==> src/design/utx_pkg.sv <==
`timescale 1ns / 1ps
// ----------------------------------------------------------------------------
// utx_pkg
// Shared types and constants of the UTF-8 / UTF-16 transcoder.
// ----------------------------------------------------------------------------
package utx_pkg;

	localparam int CODE_W         = 21;
	localparam int QUEUE_DEPTH    = 4;
	localparam int QPTR_W         = $clog2(QUEUE_DEPTH);
	localparam int TOTAL_W        = 20;
	localparam int COUNT_BITS_DEF = 20;
	localparam int FMT_W          = 2;

	localparam logic [TOTAL_W-1:0] TOTAL_MAX = '1;

	localparam logic [FMT_W-1:0] FMT_UTF8  = 2'd0;
	localparam logic [FMT_W-1:0] FMT_U16BE = 2'd1;
	localparam logic [FMT_W-1:0] FMT_U16LE = 2'd2;

	localparam logic REG_IN_FMT  = 1'b0;
	localparam logic REG_OUT_FMT = 1'b1;

	typedef logic [CODE_W-1:0] code_t;

	typedef struct packed {
		logic  valid;
		code_t code;
	} chr_push_t;

	typedef struct packed {
		logic full;
		logic empty;
	} q_stat_t;

endpackage

==> src/design/unicode_utf8_utf16_transcoder.sv <==
`timescale 1ns / 1ps
// ----------------------------------------------------------------------------
// unicode_utf8_utf16_transcoder
// Streaming transcoder between UTF-8, UTF-16BE and UTF-16LE, one byte in
// and one byte out per transfer, with a character queue between decoder
// and encoder.
// ----------------------------------------------------------------------------
// channel   handshake            payload
// input     in_valid/in_ready    in_byte
// output    out_valid/out_ready  out_byte, last_of_char, string_end, bytes_total
// config    cfg_we               cfg_addr, cfg_wdata
//
// One input byte per cycle unless a replay runs or the queue is full; each character
// leaves as 1 to 4 bytes, one per cycle while out_ready is high, so the encoder output
// port sets the sustained rate. A bad UTF-8 sequence replays up to two held bytes, one
// per cycle while the queue has room, with in_ready low. Reset clears the control state
// and sets both formats to UTF-8. Output stalls back up through a four-entry character queue.
// ----------------------------------------------------------------------------
module unicode_utf8_utf16_transcoder import utx_pkg::*; #(
	parameter int COUNT_BITS = COUNT_BITS_DEF
) (
	input  logic               clk,
	input  logic               arst_n,
	input  logic               cfg_we,
	input  logic               cfg_addr,
	input  logic [FMT_W-1:0]   cfg_wdata,
	input  logic               in_valid,
	output logic               in_ready,
	input  logic [7:0]         in_byte,
	output logic               out_valid,
	input  logic               out_ready,
	output logic [7:0]         out_byte,
	output logic               last_of_char,
	output logic               string_end,
	output logic [TOTAL_W-1:0] bytes_total
);

	chr_push_t q_push;
	q_stat_t   q_stat;
	code_t     q_head;
	logic      q_pop;

	utx_front u_front (
		.clk       (clk),
		.arst_n    (arst_n),
		.cfg_we    (cfg_we),
		.cfg_addr  (cfg_addr),
		.cfg_wdata (cfg_wdata),
		.in_valid  (in_valid),
		.in_ready  (in_ready),
		.in_byte   (in_byte),
		.q_stat    (q_stat),
		.q_push    (q_push)
	);

	utx_fifo u_fifo (
		.clk    (clk),
		.arst_n (arst_n),
		.push   (q_push),
		.pop    (q_pop),
		.head   (q_head),
		.stat   (q_stat)
	);

	utx_back #(
		.COUNT_BITS (COUNT_BITS)
	) u_back (
		.clk          (clk),
		.arst_n       (arst_n),
		.cfg_we       (cfg_we),
		.cfg_addr     (cfg_addr),
		.cfg_wdata    (cfg_wdata),
		.head         (q_head),
		.q_stat       (q_stat),
		.pop          (q_pop),
		.out_valid    (out_valid),
		.out_ready    (out_ready),
		.out_byte     (out_byte),
		.last_of_char (last_of_char),
		.string_end   (string_end),
		.bytes_total  (bytes_total)
	);

	a_no_overflow: assert property (@(posedge clk) disable iff (!arst_n)
		q_push.valid |-> !q_stat.full)
		else $error("character queue overflow");

	a_no_underflow: assert property (@(posedge clk) disable iff (!arst_n)
		q_pop |-> !q_stat.empty)
		else $error("character queue underflow");

	a_end_shape: assert property (@(posedge clk) disable iff (!arst_n)
		(out_valid && string_end) |-> (out_byte == 8'h00 && last_of_char))
		else $error("end result carries text");

endmodule

==> src/design/utx_front.sv <==
`timescale 1ns / 1ps
// ----------------------------------------------------------------------------
// utx_front
// Input decoder: takes one byte per transfer, collects UTF-8 sequences or
// UTF-16 units and surrogate pairs, and pushes finished character codes.
// ----------------------------------------------------------------------------
module utx_front import utx_pkg::*; (
	input  logic             clk,
	input  logic             arst_n,
	input  logic             cfg_we,
	input  logic             cfg_addr,
	input  logic [FMT_W-1:0] cfg_wdata,
	input  logic             in_valid,
	output logic             in_ready,
	input  logic [7:0]       in_byte,
	input  q_stat_t          q_stat,
	output chr_push_t        q_push
);

	localparam logic [15:0] SURR_MASK = 16'hFC00;
	localparam logic [15:0] SURR_HIGH = 16'hD800;
	localparam code_t       SUPP_BASE = 21'h10000;

	function automatic logic [2:0] lead_len(input logic [7:0] b);
		logic [2:0] len;
		len = 3'd0;
		if ((b & 8'hF0) == 8'hE0) begin
			len = 3'd3;
		end else if ((b & 8'hE0) == 8'hC0) begin
			len = 3'd2;
		end else if ((b & 8'hF8) == 8'hF0) begin
			len = 3'd4;
		end
		return len;
	endfunction

	logic [FMT_W-1:0] in_fmt_q;
	logic [7:0]       held_q [3];
	logic [1:0]       hc_q;
	logic [2:0]       sl_q;
	logic [7:0]       rp_q [2];
	logic [1:0]       rp_cnt_q;
	logic [7:0]       first_q;
	logic             half_q;
	logic [9:0]       hsb_q;
	logic             pend_q;

	logic             replay;
	logic             is16;
	logic             go;
	logic [7:0]       x;

	logic [7:0]       n_held [3];
	logic [1:0]       n_hc;
	logic [2:0]       n_sl;
	logic [7:0]       n_rp [2];
	logic [1:0]       n_rpc;
	logic             u8_emit;
	code_t            u8_code;
	logic [2:0]       cnt;
	logic [2:0]       len;
	logic [7:0]       seq [4];
	logic             bad;

	logic [15:0]      unit;
	logic [7:0]       n_first;
	logic             n_half;
	logic [9:0]       n_hsb;
	logic             n_pend;
	logic             u16_emit;
	code_t            u16_code;

	assign replay   = rp_cnt_q != 2'd0;
	assign is16     = (in_fmt_q == FMT_U16BE) || (in_fmt_q == FMT_U16LE);
	assign in_ready = !replay && !q_stat.full;
	assign x        = replay ? rp_q[0] : in_byte;
	assign go       = !q_stat.full && (replay || in_valid);

	always_comb begin
		n_held  = held_q;
		n_hc    = hc_q;
		n_sl    = sl_q;
		n_rp    = rp_q;
		n_rpc   = rp_cnt_q;
		u8_emit = 1'b0;
		u8_code = '0;
		len     = lead_len(x);
		cnt     = {1'b0, hc_q} + 3'd1;
		seq[0]  = held_q[0];
		seq[1]  = (hc_q > 2'd1) ? held_q[1] : x;
		seq[2]  = (hc_q > 2'd2) ? held_q[2] : x;
		seq[3]  = x;
		bad     = 1'b0;
		for (int i = 1; i < 4; i++) begin
			if ((3'(i) < cnt) && (seq[i][7:6] != 2'b10)) begin
				bad = 1'b1;
			end
		end
		if (replay) begin
			n_rp[0] = rp_q[1];
			n_rpc   = rp_cnt_q - 2'd1;
		end
		if (hc_q == 2'd0) begin
			if (len == 3'd0) begin
				u8_emit = 1'b1;
				u8_code = CODE_W'(x);
			end else begin
				n_held[0] = x;
				n_hc      = 2'd1;
				n_sl      = len;
			end
		end else if ((cnt < sl_q) && (cnt < 3'd4)) begin
			n_held[hc_q] = x;
			n_hc         = cnt[1:0];
		end else begin
			n_hc    = 2'd0;
			n_sl    = 3'd0;
			u8_emit = 1'b1;
			if (bad) begin
				u8_code = CODE_W'({seq[0], seq[1]});
				n_rp[0] = seq[2];
				n_rp[1] = seq[3];
				n_rpc   = 2'(cnt - 3'd2);
			end else begin
				case (cnt)
					3'd2: u8_code = CODE_W'({seq[0][4:0], seq[1][5:0]});
					3'd3: u8_code = CODE_W'({seq[0][3:0], seq[1][5:0], seq[2][5:0]});
					default: u8_code = {seq[0][2:0], seq[1][5:0], seq[2][5:0], seq[3][5:0]};
				endcase
			end
		end
	end

	always_comb begin
		unit     = (in_fmt_q == FMT_U16BE) ? {first_q, x} : {x, first_q};
		n_first  = first_q;
		n_half   = half_q;
		n_hsb    = hsb_q;
		n_pend   = pend_q;
		u16_emit = 1'b0;
		u16_code = '0;
		if (!half_q) begin
			n_first = x;
			n_half  = 1'b1;
		end else begin
			n_half = 1'b0;
			if (pend_q) begin
				n_pend   = 1'b0;
				u16_emit = 1'b1;
				u16_code = SUPP_BASE + CODE_W'({hsb_q, unit[9:0]});
			end else if ((unit & SURR_MASK) == SURR_HIGH) begin
				n_hsb  = unit[9:0];
				n_pend = 1'b1;
			end else begin
				u16_emit = 1'b1;
				u16_code = CODE_W'(unit);
			end
		end
	end

	assign q_push.valid = go && (is16 ? u16_emit : u8_emit);
	assign q_push.code  = is16 ? u16_code : u8_code;

	always_ff @(posedge clk or negedge arst_n) begin
		if (!arst_n) begin
			in_fmt_q <= FMT_UTF8;
			held_q   <= '{default: '0};
			hc_q     <= '0;
			sl_q     <= '0;
			rp_q     <= '{default: '0};
			rp_cnt_q <= '0;
			first_q  <= '0;
			half_q   <= 1'b0;
			hsb_q    <= '0;
			pend_q   <= 1'b0;
		end else if (cfg_we && (cfg_addr == REG_IN_FMT)) begin
			in_fmt_q <= cfg_wdata;
			held_q   <= '{default: '0};
			hc_q     <= '0;
			sl_q     <= '0;
			rp_cnt_q <= '0;
			first_q  <= '0;
			half_q   <= 1'b0;
			hsb_q    <= '0;
			pend_q   <= 1'b0;
		end else if (go) begin
			if (is16) begin
				first_q <= n_first;
				half_q  <= n_half;
				hsb_q   <= n_hsb;
				pend_q  <= n_pend;
			end else begin
				held_q   <= n_held;
				hc_q     <= n_hc;
				sl_q     <= n_sl;
				rp_q     <= n_rp;
				rp_cnt_q <= n_rpc;
			end
		end
	end

endmodule

==> src/design/utx_fifo.sv <==
`timescale 1ns / 1ps
// ----------------------------------------------------------------------------
// utx_fifo
// Short character queue between the decoder and the encoder.
// ----------------------------------------------------------------------------
module utx_fifo import utx_pkg::*; (
	input  logic      clk,
	input  logic      arst_n,
	input  chr_push_t push,
	input  logic      pop,
	output code_t     head,
	output q_stat_t   stat
);

	code_t             mem_q [QUEUE_DEPTH];
	logic [QPTR_W-1:0] wptr_q;
	logic [QPTR_W-1:0] rptr_q;
	logic [QPTR_W:0]   cnt_q;

	always_ff @(posedge clk) begin
		if (push.valid) begin
			mem_q[wptr_q] <= push.code;
		end
	end

	always_ff @(posedge clk or negedge arst_n) begin
		if (!arst_n) begin
			wptr_q <= '0;
			rptr_q <= '0;
			cnt_q  <= '0;
		end else begin
			if (push.valid) begin
				wptr_q <= wptr_q + 1'b1;
			end
			if (pop) begin
				rptr_q <= rptr_q + 1'b1;
			end
			cnt_q <= cnt_q + (QPTR_W+1)'(push.valid) - (QPTR_W+1)'(pop);
		end
	end

	assign head       = mem_q[rptr_q];
	assign stat.full  = cnt_q == (QPTR_W+1)'(QUEUE_DEPTH);
	assign stat.empty = cnt_q == '0;

endmodule

==> src/design/utx_back.sv <==
`timescale 1ns / 1ps
// ----------------------------------------------------------------------------
// utx_back
// Output encoder: turns the queued character into UTF-8 or UTF-16 bytes,
// one per cycle while out_ready is high, and keeps the saturating byte count of the string.
// ----------------------------------------------------------------------------
module utx_back import utx_pkg::*; #(
	parameter int COUNT_BITS = COUNT_BITS_DEF
) (
	input  logic               clk,
	input  logic               arst_n,
	input  logic               cfg_we,
	input  logic               cfg_addr,
	input  logic [FMT_W-1:0]   cfg_wdata,
	input  code_t              head,
	input  q_stat_t            q_stat,
	output logic               pop,
	output logic               out_valid,
	input  logic               out_ready,
	output logic [7:0]         out_byte,
	output logic               last_of_char,
	output logic               string_end,
	output logic [TOTAL_W-1:0] bytes_total
);

	localparam int EXT_W = (COUNT_BITS > TOTAL_W) ? COUNT_BITS : TOTAL_W;

	function automatic logic [TOTAL_W-1:0] cnt_report(input logic [COUNT_BITS-1:0] c);
		logic [EXT_W-1:0] e;
		e = EXT_W'(c);
		return (e > EXT_W'(TOTAL_MAX)) ? TOTAL_MAX : e[TOTAL_W-1:0];
	endfunction

	logic [FMT_W-1:0]      out_fmt_q;
	logic [1:0]            idx_q;
	logic [COUNT_BITS-1:0] cnt_q;
	logic                  out_valid_q;
	logic [7:0]            out_byte_q;
	logic                  last_q;
	logic                  end_q;
	logic [TOTAL_W-1:0]    total_q;

	logic                  is16;
	logic                  le;
	logic                  is_end;
	logic [2:0]            nb;
	logic [7:0]            bseq [4];
	logic [15:0]           u;
	code_t                 sub;
	logic [15:0]           hs;
	logic [15:0]           ls;
	logic                  last;
	logic                  load;
	logic [COUNT_BITS-1:0] inc;

	assign is16   = (out_fmt_q == FMT_U16BE) || (out_fmt_q == FMT_U16LE);
	assign le     = out_fmt_q == FMT_U16LE;
	assign is_end = head == '0;
	assign sub    = head - CODE_W'(21'h10000);
	assign hs     = {6'b110110, sub[19:10]};
	assign ls     = {6'b110111, head[9:0]};

	always_comb begin
		nb   = 3'd1;
		bseq = '{default: 8'h00};
		u    = head[15:0];
		if (is_end) begin
			nb = 3'd1;
		end else if (is16) begin
			if (head[20:16] == 5'd0) begin
				nb = 3'd2;
			end else begin
				nb = 3'd4;
				u  = idx_q[1] ? ls : hs;
			end
			bseq[idx_q] = (idx_q[0] ^ le) ? u[7:0] : u[15:8];
		end else if (head <= CODE_W'(21'h7F)) begin
			nb      = 3'd1;
			bseq[0] = head[7:0];
		end else if (head <= CODE_W'(21'h7FF)) begin
			nb      = 3'd2;
			bseq[0] = {3'b110, head[10:6]};
			bseq[1] = {2'b10, head[5:0]};
		end else if (head <= CODE_W'(21'hFFFF)) begin
			nb      = 3'd3;
			bseq[0] = {4'b1110, head[15:12]};
			bseq[1] = {2'b10, head[11:6]};
			bseq[2] = {2'b10, head[5:0]};
		end else begin
			nb      = 3'd4;
			bseq[0] = {5'b11110, head[20:18]};
			bseq[1] = {2'b10, head[17:12]};
			bseq[2] = {2'b10, head[11:6]};
			bseq[3] = {2'b10, head[5:0]};
		end
	end

	assign last = ({1'b0, idx_q} + 3'd1) == nb;
	assign load = !q_stat.empty && (!out_valid_q || out_ready);
	assign pop  = load && last;
	assign inc  = (cnt_q != '1) ? cnt_q + 1'b1 : cnt_q;

	always_ff @(posedge clk or negedge arst_n) begin
		if (!arst_n) begin
			out_fmt_q   <= FMT_UTF8;
			idx_q       <= '0;
			cnt_q       <= '0;
			out_valid_q <= 1'b0;
		end else begin
			if (cfg_we && (cfg_addr == REG_OUT_FMT)) begin
				out_fmt_q <= cfg_wdata;
			end
			if (load) begin
				out_valid_q <= 1'b1;
				idx_q       <= last ? 2'd0 : idx_q + 2'd1;
				cnt_q       <= is_end ? '0 : inc;
			end else if (out_ready) begin
				out_valid_q <= 1'b0;
			end
		end
	end

	always_ff @(posedge clk) begin
		if (load) begin
			out_byte_q <= bseq[idx_q];
			last_q     <= last;
			end_q      <= is_end;
			total_q    <= is_end ? cnt_report(cnt_q) : cnt_report(inc);
		end
	end

	assign out_valid    = out_valid_q;
	assign out_byte     = out_byte_q;
	assign last_of_char = last_q;
	assign string_end   = end_q;
	assign bytes_total  = total_q;

endmodule
==> config.mk <==
export PLATFORM = sky130hd
export DESIGN_NAME = unicode_utf8_utf16_transcoder
export DESIGN_NICKNAME = d
export VERILOG_FILES = /design/src/design/utx_pkg.sv /design/src/design/unicode_utf8_utf16_transcoder.sv /design/src/design/utx_front.sv /design/src/design/utx_fifo.sv /design/src/design/utx_back.sv
export SDC_FILE = /design/constraint.sdc
export NUM_CORES = 1
export LEC_CHECK = 0
export BUFFER_PORTS_ARGS = -buffer_cell sky130_fd_sc_hd__clkbuf_2
export CAP_MARGIN = 10
export CORE_MARGIN = 2
export CORE_UTILIZATION = 45
export CTS_BUF_LIST = sky130_fd_sc_hd__clkbuf_8
export DETAILED_ROUTE_END_ITERATION = 16
export PLACE_DENSITY_LB_ADDON = 0.15
export SETUP_SLACK_MARGIN = 0.2
export SYNTH_ARGS = -nofsm -noshare
export SYNTH_HDL_FRONTEND = slang
export SYNTH_SLANG_ARGS = --single-unit
==> constraint.sdc <==
create_clock -name clk -period 11.25 [get_ports clk]
set_input_delay 0.5625 -clock clk [delete_from_list [all_inputs] [get_ports clk]]
set_output_delay 0.5625 -clock clk [all_outputs]
set_load 0.03 [all_outputs]
## After elaboration in Yosys (flattened, before gate mapping)

Memory sizes are Yosys's and may differ from the RTL's.
Cells that the tools add are included.

| cells by class | value |
|---|---|
| $add $sub $neg | 12 |
| magnitude comparators | 16 |
| equal/unequal tests | 22 |
| multiplexer cells | 113 |
| bitwise gates (word level) | 9 |
| reduce and logical (&&, ||, !) cells | 45 |

Operator list:

| operator | number |
|---|---|
| 16-bit 2-to-1 mux | 11 |
| 21-bit 2-to-1 mux | 7 |
| 8-bit 2-to-1 mux | 18 |
| 24-bit 2-to-1 mux | 5 |
| 20-bit 2-to-1 mux | 5 |
| 32-bit 2-to-1 mux | 2 |
| 10-bit 2-to-1 mux | 6 |
| 3-bit 2-to-1 mux | 15 |
| 21-bit one-hot mux with 2 select lines | 1 |
| 20-bit greater-than comparator (second input constant) | 2 |
| 32-bit bitwise AND | 1 |
| 8-bit demux with 2-bit select | 2 |
| 2-bit 2-to-1 mux | 14 |
| 24-bit bitwise mux | 1 |
| 1-bit 2-to-1 mux | 24 |
| 17-bit by 20-bit adder with 21-bit output (first input constant) | 1 |
| 21-bit by 11-bit less-or-equal comparator with 1-bit output (second input constant) | 1 |
| 21-bit by 16-bit less-or-equal comparator with 1-bit output (second input constant) | 1 |
| 21-bit by 7-bit less-or-equal comparator with 1-bit output (second input constant) | 1 |
| 21-bit zero test | 1 |
| 20-bit by 1-bit adder with 20-bit output (second input constant) | 1 |
| 20-bit inequality test (second input constant) | 1 |
| 20-bit by 17-bit subtractor with 20-bit output (second input constant) | 1 |
| 8-bit binary-select mux with 2-bit select | 1 |
| other kinds (42) | 94 |

| storage, ports and cells | value |
|---|---|
| register bits | 131 |
| memory bits (writable) | 84 |
| input port bits | 16 |
| output and inout bits | 32 |
| memories | 1 |

Memory list:

| memory | depth | width | rd ports | clocked after Yosys merged registers in | write ports | RTL line | text |
|---|---|---|---|---|---|---|---|
| u_fifo.mem_q | 4 | 21 | 1 | 0 | 1 | utx_fifo.sv:15 | `code_t mem_q [QUEUE_DEPTH];` |

## Logic depth before layout (Yosys ltp)

| depth | value |
|---|---|
| depth in word-level cells | 14 |
| gate-level depth with buffers | 23 |
| gate-level depth less buffers | 19 |

## Cells and area by module

From an unflattened synthesis, not the netlist that was laid out.

| second synthesis, totals | value |
|---|---|
| cell total of the unflattened synthesis | 1,179 |
| area, all modules | 12,261.8 um^2 |

Modules (own cells, without submodules):

| module | times used | cells an instance | area each (um^2) | seq. area each (um^2) |
|---|---|---|---|---|
| utx_front | 1 | 576 | 4,807.1 | 1,726.7 |
| utx_back | 1 | 459 | 4,001.3 | 1,526.5 |
| utx_fifo | 1 | 144 | 3,453.3 | 2,697.6 |

## Least setup slack after synthesis

No wires, ideal clock.

| path | value |
|---|---|
| path type | register to register |
| start | reg u_fifo.rptr_q[0] |
| end | reg u_fifo.cnt_q[2] |
| setup time | 0.123 ns |
| data arrival time | 4.795 ns |
| slack | 6.332 ns |
| stages on the path, launching flop included | 24 |
| clock period less this slack | 4.918 ns |
| path through | dfrtp_1 -> buf_6 -> buf_12 -> buf_6 -> mux4_2 -> inv_1 -> ha_1 -> inv_1 -> or4_1 -> buf_2 -> nor3_2 -> o21a_1 -> buf_6 -> a2111oi_0 -> or4b_1 -> a311oi_2 -> and3_4 -> ha_1 -> inv_1 -> ha_1 -> inv_1 -> fa_1 -> xnor2_1 -> xnor2_1 |

| between the ends | value |
|---|---|
| cells in the longest elaborated chain, start to end | 10 |

RTL lines:

| what | RTL line | text |
|---|---|---|
| start, declared | utx_fifo.sv:17 | `logic [QPTR_W-1:0] rptr_q;` |
| start signal, assigned | utx_fifo.sv:36 | `rptr_q <= rptr_q + 1'b1;` |
| memory read 4 x 21 bit * | n/a |  |
| 21-bit by 16-bit less-or-equal comparator with 1-bit output | utx_back.sv:84 | `end else if (head <= CODE_W'(21'hFFFF)) begin` |
| 3-bit 2-to-1 mux | utx_back.sv:84 |  |
| 3-bit 2-to-1 mux | utx_back.sv:80 | `end else if (head <= CODE_W'(21'h7FF)) begin` |
| 3-bit 2-to-1 mux | utx_back.sv:77 | `end else if (head <= CODE_W'(21'h7F)) begin` |
| 3-bit 2-to-1 mux | utx_back.sv:69 | `end else if (is16) begin` |
| 3-bit 2-to-1 mux * | utx_back.sv:67 | `if (is_end) begin` |
| 3-bit equality test * | utx_back.sv:98 | `assign last = ({1'b0, idx_q} + 3'd1) == nb;` |
| 1-bit logical AND * | utx_back.sv:100 | `assign pop = load && last;` |
| net q_pop | unicode_utf8_utf16_transcoder.sv:41 | `logic q_pop;` |
| 3-bit by 1-bit subtractor with 3-bit output * | utx_fifo.sv:38 | `cnt_q <= cnt_q + (QPTR_W+1)'(push.valid) - (QPTR_W+1)'(pop);` |
| end signal, assigned | utx_fifo.sv:38 |  |
| end, declared | utx_fifo.sv:18 | `logic [QPTR_W:0] cnt_q;` |

Mark *: on every way through the listed nets, which the timed path passes. The rest lies on a longest branch.
A chain may end at the register's enable or synchronous reset.

## Worst setup path after layout

| path | value |
|---|---|
| start | reg u_fifo.rptr_q[1] |
| end | reg u_fifo.cnt_q[2] |

The elaborated chain is that of the path after synthesis.

==> impl_metrics.toml <==
[grt]
grt_max_degree = 76
gr-usage-all-layers_pct = 23.2
global_route.overflow_total = 0
grt_pass1_vias = 9006
number_of_antenna_violations_at_the_first_check_in_global_routing = 0
grt_pass1_wl_um = 51000

[worst_setup_path]
critical_path.cell_chain = "mux4_2 > inv_1 > ha_1 > inv_1 > or4_1 > nor3_2 > o21a_1 > a2111oi_0 > or4b_1 > a311oi_2 > and3_4 > ha_1 > inv_1 > ha_1 > inv_1 > fa_1 > xnor2_1 > xnor2_1"
setup.worst_path.end = "u_fifo.cnt_q[2]"
worst_setup_path_end_kind = "register"
cp_max_stage_delay_ps = 940
worstReg2RegStart = "u_fifo.rptr_q[1]"
criticalPathCategory = "register to register"
rr_endpoint = "u_fifo.cnt_q[2]"
worst-endpoint-arrival_ps = 5920
r2r_cells = 18
cp.required_ps = 11680
crit_path_frequent_cell = "sky130_fd_sc_hd__inv_1"
setup.worst_path.start_class = "register"
cp_max_fo = 22
crit_slowest_cell = "sky130_fd_sc_hd__dfrtp_1"
r2r_slack_ps = 5760
cp.depth = 18
critical_path.n_buffers_inverters = 4
timing.critical_path.from = "u_fifo.rptr_q[1]"
crit_family = "simple AND/OR/NAND/NOR gates"

[hold_path]
min-delay-path-class = "primary input to asynchronous set/reset pin"

[synthesis]
share_of_synthesized_cell_area_in_and_or_nand_and_nor_gates_pct = 14.5
synth-async-reset-ratio_pct = 47.0
yosys-top-cells-area = "sky130_fd_sc_hd__edfxtp_1 (29%), sky130_fd_sc_hd__dfrtp_1 (21%), sky130_fd_sc_hd__a21oi_1 (4.8%)"
main_combinational_cell_family_by_area_after_synthesis = "compound AO/OA/AOI/OAI gates"
yosys-top-cells-count = "sky130_fd_sc_hd__nand2_1 (124), sky130_fd_sc_hd__nor2_1 (121), sky130_fd_sc_hd__edfxtp_1 (114)"
synthAdderAreaFrac_pct = 2.72
yosysUniqueCellTypes = 83
synthCells = 1141
ys_warn_count = 0
synth_enable_flop_cells = 114
synth_xor_area_share_pct = 0.957
synth.ff_latch_count = 215
yosys.area.top_type = "sky130_fd_sc_hd__edfxtp_1"
yosys.cell_count.top_type = "sky130_fd_sc_hd__nand2_1"
synthesis.area_per_instance_sq_um = 10.3
yosys_most_used_dff = "sky130_fd_sc_hd__edfxtp_1"
synthesis.area_sq_um = 11800
synth_sequential_area_ratio_pct = 50.6
synthMuxAreaShare_pct = 8.60
synthDominantCellAreaShare_pct = 29.1
synth_nets = 1182
synth-compound-area-share_pct = 19.1

[outcome]
outcome = "completed"

[cts]
cts.clk_slew.worst_paths_ps = 60
cts_tree = "done"
htreeDepth = 2
clkSinkCount = 215
clock_latency_ps = 540
clockRootBuffer = "sky130_fd_sc_hd__clkbuf_8"
ctsResizeCount = 0
cts_made_buffers = 38
cts_max_path_buffers = 3
cts_setup_buffers = 0
holdBufCountCts = 0

[floorplan]
io_pins = 48
initial_core_util_pct = 45.5
die_width_um = 166
dieArea_sq_um = 27500
rows = 59
die_y_um = 166
floorplan.core_area_sq_um = 25800

[routing]
routed_wire_length_per_instance_um = 20.7
drt_drc_violations_left = 0
drt_first_iter_violations = 925
ant_nets = 0
drt-total-wl_um = 32000
route.detailed.vias_per_inst = 6.00
detail_route.first_pass.iterations = 7
dr_total_vias = 9261

[placement]
gp_congestion = 0.913
dp_worst_setup_slack_ps = 5710
io_buffers = 47
place.detailed.hpwl_um = 22100

[layout]
syn_to_final_growth_pct = 11.0
register_area_sq_um = 5950
post_route_cells_drive_above_1_share_pct = 14.4
num-nets-final = 1219
filler_cell_count = 2407
multi_input_logic_area_sq_um = 5430
n_antenna_cell = 0

[timing]
finalHoldViolCount = 0
worst_slack_ps = 5760
timing.clock.skew_ps = 28.0
maxSlewViolCount = 0
final.period_utilization_pct = 48.8
fin_tns_setup_ps = 0
final_period_minus_worst_setup_slack_ps = 5490
max_freq_mhz = 182
relSlewSlack_pct = 24.1
report.final.setup_viol = 0
actual_transition_at_the_worst_max_transition_pin_ps = 1140
rsz0062_at_grt = "false"

[run]
maxCapViolations = 0

[pwr]
vdd.ir_drop.worst_mv = 0.164
power_density_nw_per_um2 = 274
total_leakage_power_uw = 0.00515
worst register-to-register path: cells and delay by family (launching register included):
kind	cells	cell delay [ps]
XOR/XNOR	2	270
AND/OR/NAND/NOR	4	1790
AO/OA/AOI/OAI	3	790
buffers and inverters	4	270
flip-flops	1	940
adder cells (fa/ha/maj)	4	860
multiplexers	1	460
where the power goes:
| part | switching (uW) | internal [uW] | total, uW | leakage [uW] |
|---|---|---|---|---|
| clock | 327 | 383 | 710 | 0.000433 |
| combinational | 1090 | 549 | 1640 | 0.00231 |
| sequential | 136 | 1090 | 1230 | 0.00241 |
registers in the layout, indices dropped and copies added, names as in the netlist:
register / count
u_fifo.mem_q: 84
u_front.held_q: 24
u_back.bytes_total: 20
u_back.cnt_q: 20
u_front.rp_q: 16
u_front.hsb_q: 10
u_back.out_byte: 8
u_front.first_q: 8
u_fifo.cnt_q: 3
u_front.sl_q: 3
u_back.idx_q: 2
u_back.out_fmt_q: 2
u_fifo.rptr_q: 2
u_fifo.wptr_q: 2
u_front.hc_q: 2
u_front.in_fmt_q: 2
u_front.rp_cnt_q: 2
u_back.last_of_char: 1
u_back.out_valid: 1
u_back.string_end: 1
u_front.half_q: 1
u_front.pend_q: 1
routing by layer:
metal | vias to the layer above | GRT usage (%) | wire length [um]
met4 | 0 | 9.19 | 1140
met3 | 88 | 3.75 | 1680
met5 | - | 0 | 0
met2 | 312 | 37.3 | 15000
li1 | 4382 | - | -
met1 | 4479 | 31.8 | 14200
per-stage QoR:
stage / area [sq um] / hold WS (ps) / std cells / total power [uW] / util (%)
CTS: 13100 / 45.0 / 1543 / 3590 / 50.5
detailed placement: 12300 / 466 / 1473 / 2860 / 47.6
finish: 13100 / 49.0 / 1543 / 3580 / 50.5
global route: 13100 / 82.2 / 1543 / 3800 / 50.5
floorplan: 11800 / 267 / 1141 / 2360 / -
global placement: 12300 / 459 / 1473 / 2870 / 47.6
placed cells by master (no fill, tap or decap), types with 11 or more instances in the layout:
master                     Yosys  routed
sky130_fd_sc_hd__a31oi_1      26      26
sky130_fd_sc_hd__edfxtp_1    114     114
sky130_fd_sc_hd__o22ai_1      21      21
sky130_fd_sc_hd__a211oi_1     20      20
sky130_fd_sc_hd__and2_1       13      13
sky130_fd_sc_hd__buf_4         1      21
sky130_fd_sc_hd__o31ai_1      14      14
sky130_fd_sc_hd__nor3_1       18      17
sky130_fd_sc_hd__nor2_1      121     121
sky130_fd_sc_hd__mux2i_1      34      34
sky130_fd_sc_hd__nand3_1      18      18
sky130_fd_sc_hd__mux4_2       16      16
sky130_fd_sc_hd__o21ai_0      68      68
sky130_fd_sc_hd__and3_1       11      11
sky130_fd_sc_hd__inv_1        28      42
sky130_fd_sc_hd__dfrtp_1     101     101
sky130_fd_sc_hd__nand2_1     124     124
sky130_fd_sc_hd__a21oi_1     113     112
sky130_fd_sc_hd__clkbuf_8      0      44
sky130_fd_sc_hd__ha_1         24      24
sky130_fd_sc_hd__mux2_2       16      16
sky130_fd_sc_hd__clkbuf_2      0      46
kinds of logic (layout without fill, tap and decap cells):
kind of cell               Yosys count  count (layout)
xor gates and xnor gates            12              12
muxes                               71              71
and+or+nand+nor                    365             365
AOI/OAI and AO/OA                  353             353
adders and majority gates           25              25
DFF                                215             215
buffers and inverters              100             167
how the worst min path moves through the flow:
stage / slack (ps) / endpoint
2_1_floorplan: 270 / u_back.cnt_q[0]
3_3_place_gp: 460 / u_front.held_q[6]
3_5_place_dp: 470 / u_front.held_q[6]
4_1_cts: 40 / u_front.first_q[6]
5_1_grt: 80 / u_front.hsb_q[7]
6_report: 50 / u_front.hsb_q[9]
area by class of cell:
class / instances / share of cell area, %
sequential: 215 / 45.6
timing repair buffer: 67 / 2.97
clock inverter: 26 / 1.12
inverter: 30 / 0.863
tap: 335 / 3.21
clock buffer: 44 / 4.64
multi-input combinational: 826 / 41.6
(Power assumes the default switching activity.)
